$ cat src/hdl/pwbd_pkg.sv
package pwbd_pkg;

  typedef enum logic [1:0] {
    PH_WAIT_HIGH,
    PH_WAIT_FALL,
    PH_LOW,
    PH_HIGH
  } phase_t;

  localparam int unsigned SYM_W = 2;

  localparam logic [SYM_W-1:0] SYM_ZERO      = 2'd0;
  localparam logic [SYM_W-1:0] SYM_ONE       = 2'd1;
  localparam logic [SYM_W-1:0] SYM_CTRL_STOP = 2'd2;
  localparam logic [SYM_W-1:0] SYM_CONS_STOP = 2'd3;

  localparam int unsigned REG_COUNT = 8;
  localparam int unsigned REG_IDX_W = 3;
  localparam int unsigned REG_W     = 16;

  localparam logic [REG_IDX_W-1:0] REG_SHORT_LOW_MIN = 3'd0;
  localparam logic [REG_IDX_W-1:0] REG_SHORT_NOMINAL = 3'd1;
  localparam logic [REG_IDX_W-1:0] REG_SHORT_LOW_MAX = 3'd2;
  localparam logic [REG_IDX_W-1:0] REG_MID_LOW_MIN   = 3'd3;
  localparam logic [REG_IDX_W-1:0] REG_MID_LOW_MAX   = 3'd4;
  localparam logic [REG_IDX_W-1:0] REG_LONG_LOW_MIN  = 3'd5;
  localparam logic [REG_IDX_W-1:0] REG_LONG_NOMINAL  = 3'd6;
  localparam logic [REG_IDX_W-1:0] REG_LONG_LOW_MAX  = 3'd7;

  localparam logic [REG_W-1:0] REG_RESET [REG_COUNT] = '{
    16'd75, 16'd100, 16'd125, 16'd175, 16'd225, 16'd275, 16'd300, 16'd325
  };

  // width of every position field on the result port
  localparam int unsigned OUT_POS_W = 48;

  // internal handshake between pipeline stages
  typedef struct packed {
    logic valid;
    logic ready;
  } stage_hs_t;

endpackage

$ cat src/hdl/pulse_width_bit_decoder_unit.sv
// channel   dir  handshake          payload
// s_*       in   tvalid/tready      tdata[0] line_level
// m_*       out  tvalid/tready      tdata start/end/mid, tuser symbol/is_data_bit
// cfg_*     in   cfg_we (no wait)   cfg_index selects register, cfg_data value
//
// One sample per cycle while s_tready is high; after the sample ending a symbol is
// accepted it passes the tracker, classify and midpoint registers before m_tvalid rises.
// rst is synchronous: decoder waits for line high, sample index 0, config regs
// back to defaults, pipeline empty.
// s_tready drops only when every stage is full and m_tready is low.
module pulse_width_bit_decoder_unit
  import pwbd_pkg::*;
#(
  parameter int unsigned POSITION_WIDTH = 48,
  parameter int unsigned DURATION_WIDTH = 16
) (
  input  logic                 clk,
  input  logic                 rst,
  input  logic                 s_tvalid,
  output logic                 s_tready,
  input  logic [7:0]           s_tdata,   // [0] line_level, [7:1] zero
  output logic                 m_tvalid,
  input  logic                 m_tready,
  output logic [143:0]         m_tdata,   // [47:0] start_pos, [95:48] end_pos,
                                          // [143:96] mid_pos
  output logic [2:0]           m_tuser,   // [1:0] symbol, [2] is_data_bit
  input  logic                 cfg_we,
  input  logic [REG_IDX_W-1:0] cfg_index,
  input  logic [REG_W-1:0]     cfg_data
);

  stage_hs_t                 ev_hs;
  logic                      ev_ready;
  logic [POSITION_WIDTH-1:0] ev_start, ev_rise, ev_now, ev_d_now, ev_d_rise;
  logic [DURATION_WIDTH-1:0] ev_low_dur, ev_high_dur;
  logic                      sym_valid, sym_ready;
  logic [SYM_W-1:0]          sym_code;
  logic [POSITION_WIDTH-1:0] sym_start, sym_end, sym_diff;
  logic [SYM_W-1:0]          out_symbol;
  logic [OUT_POS_W-1:0]      out_start, out_end, out_mid;
  logic                      out_is_data;

  pwbd_tracker #(
    .POSITION_WIDTH(POSITION_WIDTH),
    .DURATION_WIDTH(DURATION_WIDTH)
  ) u_tracker (
    .clk         (clk),
    .rst         (rst),
    .in_valid    (s_tvalid),
    .in_ready    (s_tready),
    .line_level  (s_tdata[0]),
    .ev_hs_out   (ev_hs),
    .ev_ready    (ev_ready),
    .ev_start    (ev_start),
    .ev_rise     (ev_rise),
    .ev_now      (ev_now),
    .ev_d_now    (ev_d_now),
    .ev_d_rise   (ev_d_rise),
    .ev_low_dur  (ev_low_dur),
    .ev_high_dur (ev_high_dur)
  );

  pwbd_classify #(
    .POSITION_WIDTH(POSITION_WIDTH),
    .DURATION_WIDTH(DURATION_WIDTH)
  ) u_classify (
    .clk         (clk),
    .rst         (rst),
    .cfg_we      (cfg_we),
    .cfg_index   (cfg_index),
    .cfg_data    (cfg_data),
    .ev_hs_in    (ev_hs),
    .ev_ready    (ev_ready),
    .ev_start    (ev_start),
    .ev_rise     (ev_rise),
    .ev_now      (ev_now),
    .ev_d_now    (ev_d_now),
    .ev_d_rise   (ev_d_rise),
    .ev_low_dur  (ev_low_dur),
    .ev_high_dur (ev_high_dur),
    .sym_valid   (sym_valid),
    .sym_ready   (sym_ready),
    .sym_code    (sym_code),
    .sym_start   (sym_start),
    .sym_end     (sym_end),
    .sym_diff    (sym_diff)
  );

  pwbd_midpoint #(
    .POSITION_WIDTH(POSITION_WIDTH)
  ) u_midpoint (
    .clk         (clk),
    .rst         (rst),
    .sym_valid   (sym_valid),
    .sym_ready   (sym_ready),
    .sym_code    (sym_code),
    .sym_start   (sym_start),
    .sym_end     (sym_end),
    .sym_diff    (sym_diff),
    .out_valid   (m_tvalid),
    .out_ready   (m_tready),
    .out_symbol  (out_symbol),
    .out_start   (out_start),
    .out_end     (out_end),
    .out_mid     (out_mid),
    .out_is_data (out_is_data)
  );

  assign m_tdata = {out_mid, out_end, out_start};
  assign m_tuser = {out_is_data, out_symbol};

`ifndef SYNTH
  a_data_flag : assert property (@(posedge clk) disable iff (rst)
    m_tvalid |-> (m_tuser[2] == (m_tuser[1] == 1'b0)))
    else $error("is_data_bit does not match symbol");

  a_stall_cause : assert property (@(posedge clk) disable iff (rst)
    !s_tready |-> (m_tvalid && !m_tready))
    else $error("input stalled while output side free");

  a_reset_empty : assert property (@(posedge clk) disable iff (rst)
    $past(rst) |-> !m_tvalid)
    else $error("result valid right after reset");
`endif

endmodule

$ cat src/hdl/pwbd_tracker.sv
module pwbd_tracker
  import pwbd_pkg::*;
#(
  parameter int unsigned POSITION_WIDTH = 48,
  parameter int unsigned DURATION_WIDTH = 16
) (
  input  logic                      clk,
  input  logic                      rst,
  input  logic                      in_valid,
  output logic                      in_ready,
  input  logic                      line_level,
  output stage_hs_t                 ev_hs_out,
  input  logic                      ev_ready,
  output logic [POSITION_WIDTH-1:0] ev_start,
  output logic [POSITION_WIDTH-1:0] ev_rise,
  output logic [POSITION_WIDTH-1:0] ev_now,
  output logic [POSITION_WIDTH-1:0] ev_d_now,
  output logic [POSITION_WIDTH-1:0] ev_d_rise,
  output logic [DURATION_WIDTH-1:0] ev_low_dur,
  output logic [DURATION_WIDTH-1:0] ev_high_dur
);

  phase_t                    phase;
  phase_t                    phase_next;
  logic [POSITION_WIDTH-1:0] sample_index;
  logic [POSITION_WIDTH-1:0] low_start_pos;
  logic [POSITION_WIDTH-1:0] low_end_pos;
  logic [DURATION_WIDTH-1:0] low_dur;
  logic                      ev_valid;
  logic                      accept;
  logic                      fall_event;
  logic                      rise_event;
  logic                      start_event;
  logic [POSITION_WIDTH-1:0] low_span;
  logic [POSITION_WIDTH-1:0] high_span;
  logic [DURATION_WIDTH-1:0] low_sat;
  logic [DURATION_WIDTH-1:0] high_sat;

  assign in_ready = !ev_valid || ev_ready;
  assign accept   = in_valid && in_ready;

  assign low_span  = sample_index - low_start_pos;
  assign high_span = sample_index - low_end_pos;

  generate
    if (POSITION_WIDTH > DURATION_WIDTH) begin : g_sat
      assign low_sat  = (|low_span[POSITION_WIDTH-1:DURATION_WIDTH]) ? '1
                        : low_span[DURATION_WIDTH-1:0];
      assign high_sat = (|high_span[POSITION_WIDTH-1:DURATION_WIDTH]) ? '1
                        : high_span[DURATION_WIDTH-1:0];
    end else begin : g_nosat
      assign low_sat  = DURATION_WIDTH'(low_span);
      assign high_sat = DURATION_WIDTH'(high_span);
    end
  endgenerate

  always_comb begin
    phase_next  = phase;
    start_event = 1'b0;
    rise_event  = 1'b0;
    fall_event  = 1'b0;
    case (phase)
      PH_WAIT_HIGH: begin
        if (line_level) phase_next = PH_WAIT_FALL;
      end
      PH_WAIT_FALL: begin
        if (!line_level) begin
          start_event = 1'b1;
          phase_next  = PH_LOW;
        end
      end
      PH_LOW: begin
        if (line_level) begin
          rise_event = 1'b1;
          phase_next = PH_HIGH;
        end
      end
      PH_HIGH: begin
        if (!line_level) begin
          fall_event = 1'b1;
          phase_next = PH_LOW;
        end
      end
      default: phase_next = PH_WAIT_HIGH;
    endcase
  end

  always_ff @(posedge clk) begin
    if (rst) begin
      phase        <= PH_WAIT_HIGH;
      sample_index <= '0;
    end else if (accept) begin
      phase        <= phase_next;
      sample_index <= sample_index + 1'b1;
    end
  end

  always_ff @(posedge clk) begin
    if (accept && (start_event || fall_event)) low_start_pos <= sample_index;
    if (accept && rise_event) begin
      low_end_pos <= sample_index;
      low_dur     <= low_sat;
    end
  end

  always_ff @(posedge clk) begin
    if (rst) begin
      ev_valid <= 1'b0;
    end else if (accept && fall_event) begin
      ev_valid <= 1'b1;
    end else if (ev_ready) begin
      ev_valid <= 1'b0;
    end
  end

  always_ff @(posedge clk) begin
    if (accept && fall_event) begin
      ev_start    <= low_start_pos;
      ev_rise     <= low_end_pos;
      ev_now      <= sample_index;
      ev_d_now    <= low_span;
      ev_d_rise   <= low_end_pos - low_start_pos;
      ev_low_dur  <= low_dur;
      ev_high_dur <= high_sat;
    end
  end

  assign ev_hs_out.valid = ev_valid;
  assign ev_hs_out.ready = in_ready;

endmodule

$ cat src/hdl/pwbd_classify.sv
module pwbd_classify
  import pwbd_pkg::*;
#(
  parameter int unsigned POSITION_WIDTH = 48,
  parameter int unsigned DURATION_WIDTH = 16
) (
  input  logic                      clk,
  input  logic                      rst,
  input  logic                      cfg_we,
  input  logic [REG_IDX_W-1:0]      cfg_index,
  input  logic [REG_W-1:0]          cfg_data,
  input  stage_hs_t                 ev_hs_in,
  output logic                      ev_ready,
  input  logic [POSITION_WIDTH-1:0] ev_start,
  input  logic [POSITION_WIDTH-1:0] ev_rise,
  input  logic [POSITION_WIDTH-1:0] ev_now,
  input  logic [POSITION_WIDTH-1:0] ev_d_now,
  input  logic [POSITION_WIDTH-1:0] ev_d_rise,
  input  logic [DURATION_WIDTH-1:0] ev_low_dur,
  input  logic [DURATION_WIDTH-1:0] ev_high_dur,
  output logic                      sym_valid,
  input  logic                      sym_ready,
  output logic [SYM_W-1:0]          sym_code,
  output logic [POSITION_WIDTH-1:0] sym_start,
  output logic [POSITION_WIDTH-1:0] sym_end,
  output logic [POSITION_WIDTH-1:0] sym_diff
);

  localparam int unsigned CMP_W = (DURATION_WIDTH > REG_W) ? DURATION_WIDTH : REG_W;

  logic [REG_W-1:0]          cfg_regs [REG_COUNT];
  logic [CMP_W-1:0]          lo_d;
  logic [CMP_W-1:0]          hi_d;
  logic [CMP_W-1:0]          r_smin, r_smax, r_mmin, r_mmax, r_lmin, r_lmax;
  logic                      short_hit, mid_hit, long_hit;
  logic                      emit;
  logic [SYM_W-1:0]          code;
  logic                      use_now;
  logic                      use_clamp;
  logic [POSITION_WIDTH-1:0] nominal;
  logic [POSITION_WIDTH-1:0] end_pos;
  logic [POSITION_WIDTH-1:0] diff;
  logic                      take;

  always_ff @(posedge clk) begin
    if (rst) begin
      for (int i = 0; i < REG_COUNT; i++) cfg_regs[i] <= REG_RESET[i];
    end else if (cfg_we) begin
      cfg_regs[cfg_index] <= cfg_data;
    end
  end

  assign lo_d   = CMP_W'(ev_low_dur);
  assign hi_d   = CMP_W'(ev_high_dur);
  assign r_smin = CMP_W'(cfg_regs[REG_SHORT_LOW_MIN]);
  assign r_smax = CMP_W'(cfg_regs[REG_SHORT_LOW_MAX]);
  assign r_mmin = CMP_W'(cfg_regs[REG_MID_LOW_MIN]);
  assign r_mmax = CMP_W'(cfg_regs[REG_MID_LOW_MAX]);
  assign r_lmin = CMP_W'(cfg_regs[REG_LONG_LOW_MIN]);
  assign r_lmax = CMP_W'(cfg_regs[REG_LONG_LOW_MAX]);

  assign short_hit = (lo_d >= r_smin) && (lo_d <= r_smax);
  assign mid_hit   = (lo_d >= r_mmin) && (lo_d <= r_mmax);
  assign long_hit  = (lo_d >= r_lmin) && (lo_d <= r_lmax);

  // priority: short window, controller stop, long window
  always_comb begin
    emit      = 1'b0;
    code      = SYM_ZERO;
    use_now   = 1'b0;
    use_clamp = 1'b0;
    nominal   = POSITION_WIDTH'(cfg_regs[REG_SHORT_NOMINAL]);
    if (short_hit) begin
      emit = 1'b1;
      if (hi_d >= r_lmin) begin
        code      = SYM_ONE;
        nominal   = POSITION_WIDTH'(cfg_regs[REG_LONG_NOMINAL]);
        use_clamp = hi_d > r_lmax;
        use_now   = !use_clamp;
      end else begin
        code = SYM_CONS_STOP;
      end
    end else if (mid_hit) begin
      emit = 1'b1;
      code = SYM_CTRL_STOP;
    end else if (long_hit && (hi_d >= r_smin)) begin
      emit      = 1'b1;
      code      = SYM_ZERO;
      use_clamp = hi_d > r_smax;
      use_now   = !use_clamp;
    end
  end

  always_comb begin
    if (use_now) begin
      end_pos = ev_now;
      diff    = ev_d_now;
    end else if (use_clamp) begin
      end_pos = ev_rise + nominal;
      diff    = ev_d_rise + nominal;
    end else begin
      end_pos = ev_rise;
      diff    = ev_d_rise;
    end
  end

  assign ev_ready = !sym_valid || sym_ready;
  assign take     = ev_hs_in.valid && ev_ready;

  always_ff @(posedge clk) begin
    if (rst) begin
      sym_valid <= 1'b0;
    end else if (take) begin
      sym_valid <= emit;
    end else if (sym_ready) begin
      sym_valid <= 1'b0;
    end
  end

  always_ff @(posedge clk) begin
    if (take) begin
      sym_code  <= code;
      sym_start <= ev_start;
      sym_end   <= end_pos;
      sym_diff  <= diff;
    end
  end

endmodule

$ cat src/hdl/pwbd_midpoint.sv
module pwbd_midpoint
  import pwbd_pkg::*;
#(
  parameter int unsigned POSITION_WIDTH = 48
) (
  input  logic                      clk,
  input  logic                      rst,
  input  logic                      sym_valid,
  output logic                      sym_ready,
  input  logic [SYM_W-1:0]          sym_code,
  input  logic [POSITION_WIDTH-1:0] sym_start,
  input  logic [POSITION_WIDTH-1:0] sym_end,
  input  logic [POSITION_WIDTH-1:0] sym_diff,
  output logic                      out_valid,
  input  logic                      out_ready,
  output logic [SYM_W-1:0]          out_symbol,
  output logic [OUT_POS_W-1:0]      out_start,
  output logic [OUT_POS_W-1:0]      out_end,
  output logic [OUT_POS_W-1:0]      out_mid,
  output logic                      out_is_data
);

  logic [POSITION_WIDTH-1:0] mid;
  logic                      take;

  assign mid       = sym_start + (sym_diff >> 1);
  assign sym_ready = !out_valid || out_ready;
  assign take      = sym_valid && sym_ready;

  always_ff @(posedge clk) begin
    if (rst) begin
      out_valid <= 1'b0;
    end else if (take) begin
      out_valid <= 1'b1;
    end else if (out_ready) begin
      out_valid <= 1'b0;
    end
  end

  always_ff @(posedge clk) begin
    if (take) begin
      out_symbol  <= sym_code;
      out_start   <= OUT_POS_W'(sym_start);
      out_end     <= OUT_POS_W'(sym_end);
      out_mid     <= OUT_POS_W'(mid);
      out_is_data <= (sym_code == SYM_ZERO) || (sym_code == SYM_ONE);
    end
  end

endmodule

$ cat config.mk
export PLATFORM = sky130hd
export DESIGN_NAME = pulse_width_bit_decoder_unit
export DESIGN_NICKNAME = d
export VERILOG_FILES = /design/src/hdl/pwbd_pkg.sv /design/src/hdl/pulse_width_bit_decoder_unit.sv /design/src/hdl/pwbd_tracker.sv /design/src/hdl/pwbd_classify.sv /design/src/hdl/pwbd_midpoint.sv
export SDC_FILE = /design/constraint.sdc
export NUM_CORES = 2
export LEC_CHECK = 0
export CAP_MARGIN = 10
export CORE_MARGIN = 2
export CORE_UTILIZATION = 50
export DETAILED_ROUTE_END_ITERATION = 8
export DONT_BUFFER_PORTS = 1
export GPL_ROUTABILITY_DRIVEN = 0
export PLACE_DENSITY = 0.72
export SYNTH_ARGS = -nofsm -noshare
export SYNTH_HDL_FRONTEND = slang
export SYNTH_SLANG_ARGS = --single-unit
$ cat constraint.sdc
create_clock -name clk -period 11 [get_ports clk]
set_input_delay 1.1 -clock clk [delete_from_list [all_inputs] [get_ports clk]]
set_output_delay 1.1 -clock clk [all_outputs]
set_load 0.01 [all_outputs]
==> out/metrics.yaml <==
floorplan:
  rows: 111
  dieArea_mm2: 0.0951
  core_region_area_mm2: 0.0917
  top_level_ports: 181
  start_util_pct: 50.5
  die_h_um: 308
  die_w_um: 308
grt:
  grt_pass1_vias: 29639
  antenna_found_initial: 7
  grt_max_degree: 165
  gr-total-overflow: 0
  grt.total_usage_pct: 23.6
  grt_pass1_wl_um: 172000
synthesis:
  synth_area_leaders: "edfxtp_1 (52%), ha_1 (10%), a21oi_1 (3.0%)"
  synth_mux_area_share_pct: 0.832
  synth_top_area_share_pct: 52.1
  yosysSeqAreaShare_pct: 54.4
  yosys_warnings: 0
  synth_seq_cells: 856
  synth_area_mm2: 0.0463
  avgSynthCellArea_um2: 11.5
  synth_ff_type: "edfxtp_1"
  synthAdderAreaFrac_pct: 10.5
  synth_top_family_by_area: "compound AO/OA/AOI/OAI gates"
  synth_fp_nets: 4453
  synth-compound-area-share_pct: 13.1
  synthArstFlopShare_pct: 0
  yosysUniqueCellTypes: 107
  synthSimpleGateAreaFrac_pct: 12.5
  synth-edff-count: 803
  netlist_instances: 4035
  synth_top_area_cell: "edfxtp_1"
  synthXorXnorAreaFrac_pct: 5.37
route:
  ant_nets: 0
  via_per_inst: 5.91
  wl_per_cell_um: 21.3
  wirelength_um: 113000
  drtIter0Drc: 3430
  vias: 31351
  dr.pass1.iters: 6
  route.detailed.drc: 0
timing:
  rsz0062_at_grt: "no"
  tns_ns: 0
  maxSlewViolCount: 0
  clock_skew_ns: 0.0278
  period_share_pct: 64.0
  slew_headroom_pct: 20.1
  period_needed_ns: 7.04
  hold_violations: 0
  finalSetupViolCount: 0
  fmax_mhz: 142
  tightest_slew_ns: 1.17
placed_design:
  hpwl_um: 85100
  io_buffers: 0
  place_area_mm2: 0.0476
power_and_ir_drop:
  peakVddDrop_mv: 0.117
  powerDensity_mw_per_mm2: 136
  p_leak_nw: 18.9
layout:
  num_antenna_cells: 0
  area_growth_pct: 9.00
  fill_cells: 7587
  drive_gt1_share_pct: 6.22
  seq_area_mm2: 0.0252
  post-route-util_pct: 55.1
  layout_common_cells: "edfxtp_1 (803), ha_1 (380), inv_1 (283)"
  postLayoutCellArea_mm2: 0.0505
  layout_commonest_cell: "edfxtp_1"
  nets: 4465
  multiInputGateArea_mm2: 0.0196
cts:
  cts_resized: 0
  clk_root_buffer_cell: "clkbuf_16"
  cts_tree: "done"
  clock_sinks: 856
  hold_buffers: 0
  post_cts_buffers: 0
  clk-insertion-delay-late_ns: 0.66
  cts_buffers: 90
  htree_levels: 3
  clk_path_buf_depth: 3
  cts.clk_slew.worst_paths_ns: 0.06
worst_setup_path:
  reg2reg_to: "u_classify.sym_end[46]"
  end_kind: "register"
  crit_path_start_kind: "register"
  crit_required_ns: 11.37
  reg2reg_slack_ns: 3.96
  worst-path-max-fanout: 6
  r2r_cells: 22
  crit_arrival_ns: 7.41
  critical_path_class: "register to register"
  r2r_start: "u_tracker.ev_low_dur[13]"
worst_hold_path:
  min_path_type: "register to register"
  holdPathEnd: "u_classify.sym_start[31]"
  min-delay-start: "u_tracker.ev_start[31]"
  worst_hold_path.num_cells: 0
run_status:
  status: "completed"
job:
  drv_cap: 0
-- synth_stat cells, drive strengths merged, types with 47 or more instances --
cell,number
inv,285
ha,380
nand3,106
a21o,125
xnor2,154
edfxtp,803
nor3,60
dfxtp,53
o21ai,247
a21oi,281
nand2b,47
nor2,240
xor2,129
nand4,90
nand2,279
or3,52
and2,114
clkbuf,84
-- through the flow --
step / setup WS [ns] / instances / total power [W] / hold WS [ns]
2_1_floorplan: 1.91 / 4035 / 0.00388 / 0.400
3_3_place_gp: 4.13 / 5141 / 0.00397 / 0.400
3_5_place_dp: 4.12 / 5141 / 0.00398 / 0.405
4_1_cts: 4.09 / 5305 / 0.00693 / 0.399
5_1_grt: 3.58 / 5305 / 0.00710 / 0.408
6_report: 3.96 / 5305 / 0.00689 / 0.396
-- flip-flops by register name, indices dropped and copies added (netlist names), 47 cells and up --
signal,count
u_tracker.ev_start,48
u_midpoint.out_end,48
u_classify.sym_start,48
u_tracker.ev_d_now,47
u_tracker.low_end_pos,48
u_tracker.sample_index,48
u_tracker.ev_d_rise,48
u_classify.sym_end,48
u_tracker.ev_rise,48
u_classify.sym_diff,47
u_midpoint.out_mid,48
u_tracker.ev_now,48
u_tracker.low_start_pos,48
u_classify.cfg_regs,128
u_midpoint.out_start,48
-- power by group --
part | switching, W | internal, W | total, W
Sequential | 0.0000144 | 0.00357 | 0.00358
Combinational | 0.000217 | 0.000124 | 0.000341
Clock | 0.00128 | 0.00168 | 0.00297
Total | 0.00151 | 0.00537 | 0.00689
-- cell type report --
cell class              instances  area share [%]
inverters                     285            2.13
well taps                    1186            2.94
clock buffers                 113            4.86
flip-flops and latches        856            49.9
clock inverters                51           0.838
repair buffers                 27           0.426
multi-input cells            2787            38.9
-- cell families (layout without fill, tap and decap cells) --
family          Yosys count  count (layout)
simple gates           1137            1137
flops                   856             856
fa+ha+maj               386             386
mux                      36              36
buf+inv                 392             476
xor+xnor                283             283
compound gates          945             945
-- critical path: stages, from the launching register on --
cell,delay (ns)
edfxtp_1,0.60
ha_1,0.42
a21o_1,0.19
a21oi_1,0.14
nor2b_1,0.05
a2111oi_0,0.61
a22o_1,0.49
o21ai_0,0.22
nand2_1,0.22
ha_1,0.20
inv_1,0.06
fa_1,0.37
nor2b_1,0.17
o21a_1,0.16
o21ai_1,0.10
a2111oi_0,0.66
nor3_1,0.21
o31ai_1,0.40
nand3_1,0.21
a21oi_1,0.76
nand3_1,0.20
xor2_1,0.20
o21ai_0,0.09
-- worst max path at each step --
stage	depth (start not counted)	to	from	slack (ns)
floorplan	5	u_tracker.ev_d_now[10]	m_tready	1.91
global route	22	u_classify.sym_end[46]	u_tracker.ev_high_dur[7]	3.58
detailed placement	22	u_classify.sym_end[46]	u_tracker.ev_high_dur[2]	4.12
global placement	22	u_classify.sym_end[46]	u_tracker.ev_low_dur[13]	4.13
CTS	22	u_classify.sym_end[46]	u_tracker.ev_low_dur[13]	4.09
finish	22	u_classify.sym_end[46]	u_tracker.ev_low_dur[13]	3.96
-- metal layers --
metal / GRT usage, % / wire length (um)
met1: 34.9 / 51600
met2: 35.4 / 48100
met3: 4.10 / 10100
met4: 7.60 / 3410
met5: 0 / 13
(Power assumes the default switching activity.)
